## config.mk

```make
export PLATFORM = sky130hd
export DESIGN_NAME = tfuc_merge
export DESIGN_NICKNAME = d
export VERILOG_FILES = /design/src/tfuc_pkg.sv /design/src/tfuc_merge.sv
export SDC_FILE = /design/constraint.sdc
export NUM_CORES = 2
export LEC_CHECK = 0
export ABC_AREA = 1
export BUFFER_PORTS_ARGS = -buffer_cell sky130_fd_sc_hd__buf_2
export CAP_MARGIN = 40
export CORE_MARGIN = 3
export CORE_UTILIZATION = 30
export DETAILED_ROUTE_END_ITERATION = 7
export MAX_ROUTING_LAYER = met4
export PLACE_DENSITY_LB_ADDON = 0.15
export SETUP_SLACK_MARGIN = 0.2
export SLEW_MARGIN = 25
export SYNTH_ARGS = -nofsm -noshare
export SYNTH_HDL_FRONTEND = slang
export SYNTH_SLANG_ARGS = --single-unit
```

## constraint.sdc

```tcl
create_clock -name aclk -period 8.8 [get_ports aclk]
set_clock_uncertainty 0.05 [all_clocks]
set_input_delay 1.32 -clock aclk [delete_from_list [all_inputs] [get_ports aclk]]
set_output_delay 1.32 -clock aclk [all_outputs]
set_load 0.1 [all_outputs]
```

## src/tfuc_pkg.sv

```systemverilog
// Shared types and constants for the tire friction usage cost block.
package tfuc_pkg;

    localparam int WHEEL_COUNT_DEF = 4;
    localparam int USAGE_FRAC_DEF  = 16;
    localparam int FORCE_W         = 16;
    localparam int CAP_W           = 16;
    localparam int WEIGHT_W        = 16;
    localparam int USAGE_W         = 24;
    localparam int MAG_W           = 24;
    localparam int COST_W          = 32;
    localparam int TERM_W          = 52;
    localparam int SUM_W           = 54;
    localparam int CLAMP_W         = 41;
    localparam int LANE_LAT        = 53;
    localparam int MERGE_LAT       = 6;
    localparam int FIFO_DEPTH      = 64;
    localparam int ADDR_W          = 5;

    localparam logic [2:0] REG_WHEEL0 = 3'd0;
    localparam logic [2:0] REG_WHEEL1 = 3'd1;
    localparam logic [2:0] REG_WHEEL2 = 3'd2;
    localparam logic [2:0] REG_WHEEL3 = 3'd3;
    localparam logic [2:0] REG_USAGE_WEIGHT  = 3'd4;
    localparam logic [2:0] REG_MARGIN_WEIGHT = 3'd5;

    localparam logic [WEIGHT_W-1:0] WEIGHT_RESET = 16'd256;

    typedef struct packed {
        logic [TERM_W-1:0]  term;
        logic [USAGE_W-1:0] usage;
    } lane_res_t;

endpackage

```

## src/tfuc_merge.sv

```systemverilog
// Merging stage: sums lane terms, finds the peak and applies the weights.
module tfuc_merge #(
    parameter int WHEEL_COUNT     = tfuc_pkg::WHEEL_COUNT_DEF,
    parameter int USAGE_FRAC_BITS = tfuc_pkg::USAGE_FRAC_DEF
) (
    input  logic                              aclk,
    input  tfuc_pkg::lane_res_t               lane_res [WHEEL_COUNT],
    input  logic [tfuc_pkg::WEIGHT_W-1:0]     usage_weight,
    input  logic [tfuc_pkg::WEIGHT_W-1:0]     margin_weight,
    output logic [tfuc_pkg::COST_W-1:0]       usage_cost,
    output logic [tfuc_pkg::COST_W-1:0]       margin_cost,
    output logic [tfuc_pkg::USAGE_W-1:0]      peak_usage
);
    import tfuc_pkg::*;

    localparam int DOWN = 2 * USAGE_FRAC_BITS - 16;
    localparam logic [USAGE_W-1:0] THR = USAGE_W'((64'(4) << USAGE_FRAC_BITS) / 5);
    localparam logic [SUM_W-1:0]   CLAMP_S = SUM_W'(1) << (CLAMP_W - 1);
    localparam int MW = CLAMP_W + WEIGHT_W;
    localparam logic [MW-9:0] COST_LIM = (MW-8)'({COST_W{1'b1}});

    logic [SUM_W-1:0]   sum;
    logic [USAGE_W-1:0] peak;

    always_comb begin
        sum  = '0;
        peak = '0;
        for (int i = 0; i < WHEEL_COUNT; i++) begin
            sum = sum + SUM_W'(lane_res[i].term);
            if (lane_res[i].usage > peak) begin
                peak = lane_res[i].usage;
            end
        end
    end

    logic [SUM_W-1:0]     sum_reg;
    logic [USAGE_W-1:0]   peak0_reg, peak1_reg, peak2_reg, peak3_reg, peak4_reg;
    logic [CLAMP_W-1:0]   uq_reg, mq_reg;
    logic [USAGE_W-1:0]   d_reg;
    logic [MW-1:0]        uw_reg, mw_reg;
    logic [2*USAGE_W-1:0] dsq_reg;
    logic [COST_W-1:0]    usage3_reg, usage4_reg;
    logic [SUM_W-1:0]     sum_sh;
    logic [SUM_W-1:0]     dsq_sh;
    logic [MW-9:0]        uw_sh, mw_sh;

    assign sum_sh = sum_reg >> DOWN;
    assign dsq_sh = SUM_W'(dsq_reg >> DOWN);
    assign uw_sh  = uw_reg[MW-1:8];
    assign mw_sh  = mw_reg[MW-1:8];

    always_ff @(posedge aclk) begin
        sum_reg    <= sum;
        peak0_reg  <= peak;
        uq_reg     <= (sum_sh > CLAMP_S) ? CLAMP_W'(CLAMP_S) : CLAMP_W'(sum_sh);
        d_reg      <= (peak0_reg > THR) ? peak0_reg - THR : '0;
        peak1_reg  <= peak0_reg;
        uw_reg     <= MW'(uq_reg) * MW'(usage_weight);
        dsq_reg    <= (2*USAGE_W)'(d_reg) * (2*USAGE_W)'(d_reg);
        peak2_reg  <= peak1_reg;
        usage3_reg <= (uw_sh > COST_LIM) ? {COST_W{1'b1}} : COST_W'(uw_sh);
        mq_reg     <= (dsq_sh > CLAMP_S) ? CLAMP_W'(CLAMP_S) : CLAMP_W'(dsq_sh);
        peak3_reg  <= peak2_reg;
        mw_reg     <= MW'(mq_reg) * MW'(margin_weight);
        usage4_reg <= usage3_reg;
        peak4_reg  <= peak3_reg;
        margin_cost <= (mw_sh > COST_LIM) ? {COST_W{1'b1}} : COST_W'(mw_sh);
        usage_cost  <= usage4_reg;
        peak_usage  <= peak4_reg;
    end

endmodule

```

==> impl_metrics.ini <==
[clocking]
cts_setup_buffers = 0
cts_tree = yes
worst_skew_pair.late_latency_ns = 0.68
clkSinkCount = 528
clock_path_buffers = 3
cts_inserted_buffers = 59
htreeDepth = 2
cts_resized = 0
cts-hold-fix-buffers = 0
clkTransAtPathRegs_ns = 0.06
ctsRootBufferMaster = clkbuf_16

[route]
wirelength_um = 212000
vias_per_cell = 4.44
vias = 52600
dr.pass1.iters = 6
drc = 0
antenna_left = 0
wl_per_cell_um = 17.9
drt-initial-drc-count = 2732

[outcome]
outcome = finished clean

[worst_setup_path]
cp.arrival_ns = 7.94
path_class = reg2reg
r2r_end = dsq_reg[45]$_DFF_P_
cp.required_ns = 9.33
reg2reg_from = d_reg[7]$_SDFF_PP0_
cp-end-kind = flip-flop
crit_fanout = 10
max_stage_delay_ns = 0.90
ff2ff_path_depth = 25
crit_slowest_cell = dfxtp_1
cp-start-kind = flip-flop
r2r_slack_ns = 1.39
crit_top_cell = fa_1

[synth]
syn_nets = 10700
synth_edf_count = 0
synth_area_leaders = fa_1, dfxtp_1, inv_1
synth.most_common_cell = inv_1
synth_warnings = 0
synth_top_area_share = 0.408
netlist_top_cells_count = inv_1, nand2_1, fa_1
netlist_instances = 8352
synth_ff_type = dfxtp_1
synthDistinctLibCells = 54
yosysTopAreaCell = fa_1
syn_avg_cell_area_um2 = 8.48
ys_ff_latch = 528
yosysSeqAreaShare = 0.149
synthArstFlopShare = 0
synth_area_mm2 = 0.0708

[min_path]
whs_path_depth = 0
hold_path_startpoint = peak3_reg[23]$_DFF_P_
hp-class = reg2reg
hold_path_end = peak4_reg[23]$_DFF_P_

[placement]
gp_congestion = 0.912
io_buffers = 424
dpl.hpwl_um = 179000

[timing]
setup_viol = 0
rsz0062_at_grt = no
report.final.slew_viol_count = 0
tns_ns = 0
finalCritPeriodShare = 0.842
fmax_mhz = 135
hold_viol = 0
max_slew_margin = 0.411
timing_worst_slew_pin_value_ns = 0.883
period_needed_ns = 7.41

[global_route]
grt_pass1_vias = 58500
grt_overflow_total = 0
grt_usage = 0.182
antenna_found_initial = 28
grt_max_degree = 39
grt_pass1_wl_um = 337000

[layout]
synthToLayoutAreaGrowth_pct = 11.7
largest_register_ffs = 49
nets = 11000
final_layout_size_suffix_gt1_frac = 0.0800

[run]
drv_cap = 0

[die]
rows = 177
io_pins = 425
die_x_um = 492
core_mm2 = 0.234
die_area_mm2 = 0.242
die_h_um = 492
start_util = 0.303
==> metal layers <==
metal,vias up,share of wire,track usage
met5,-,0,-
met4,0,0.023,0.0408
met3,211,0.054,0.0264
met2,1260,0.45,0.284
met1,26300,0.48,0.251
li1,24800,-,-
==> worst max-delay path, delay by kind of cell, from the launching register on <==
kind            cells  cell delay, ns
xor+xnor            1            0.21
compound gates      3            0.75
fa+ha+maj           8            3.84
simple gates        6            0.87
flops               1            0.90
buf+inv             7            0.74
==> cell usage in the layout, fill, tap and decap left out, drive strengths merged, types with 78 or more instances in the layout <==
cell and count:
nand2 1973, o21ai 165, fa 1445, dfxtp 528, nor2 282, xor2 109, ha 552, buf 545
a21oi 332, clkbuf 78, inv 2224, nand3 105
==> cell type report <==
class | instances | area (um2)
antenna | 27 | 67.6
fill | 24600 | 154000
inverter | 2217 | 8320
sequential | 528 | 10600
clock buffer | 78 | 1650
multi-input combinational | 5284 | 50700
tap | 3132 | 3920
timing repair buffer | 545 | 3500
clock inverter | 31 | 383
==> metrics by stage <==
stage	hold WS [ns]	cells	cell area [um2]	util	setup WS (ns)
6_report	0.218	11800	79100	0.339	1.39
5_1_grt	0.219	11800	79100	0.339	1.07
4_1_cts	0.197	11800	78800	0.337	1.39
3_5_place_dp	0.262	11700	76800	0.329	1.02
3_3_place_gp	0.260	11600	76100	0.326	0.894
2_1_floorplan	0.260	8352	70800	-	1.84
==> worst max-delay path by stage <==
| stage | startpoint | to | slack, ns | depth (start not counted) |
|---|---|---|---|---|
| final | d_reg[7]$_SDFF_PP0_ | dsq_reg[45]$_DFF_P_ | 1.39 | 25 |
| after global routing | d_reg[7]$_SDFF_PP0_ | dsq_reg[44]$_DFF_P_ | 1.07 | 25 |
| after CTS | d_reg[7]$_SDFF_PP0_ | dsq_reg[40]$_DFF_P_ | 1.39 | 23 |
| after detailed placement | usage_weight[3] | uw_reg[52]$_DFF_P_ | 1.02 | 28 |
| after global placement | usage_weight[1] | uw_reg[52]$_DFF_P_ | 0.89 | 28 |
| after floorplan | usage_weight[7] | uw_reg[52]$_DFF_P_ | 1.84 | 29 |
==> cells by family after synthesis <==
family	count (synthesis)	synth area share
AOI/OAI and AO/OA	661	0.0529
xor gates and xnor gates	176	0.0218
adders and majority gates	1997	0.506
buffers and inverters	2540	0.135
DFF	528	0.149
and+or+nand+nor	2450	0.135
Power is left out: the tool's default activity adds up to more than one toggle a clock period on the data nets, which glitch-free logic cannot reach.
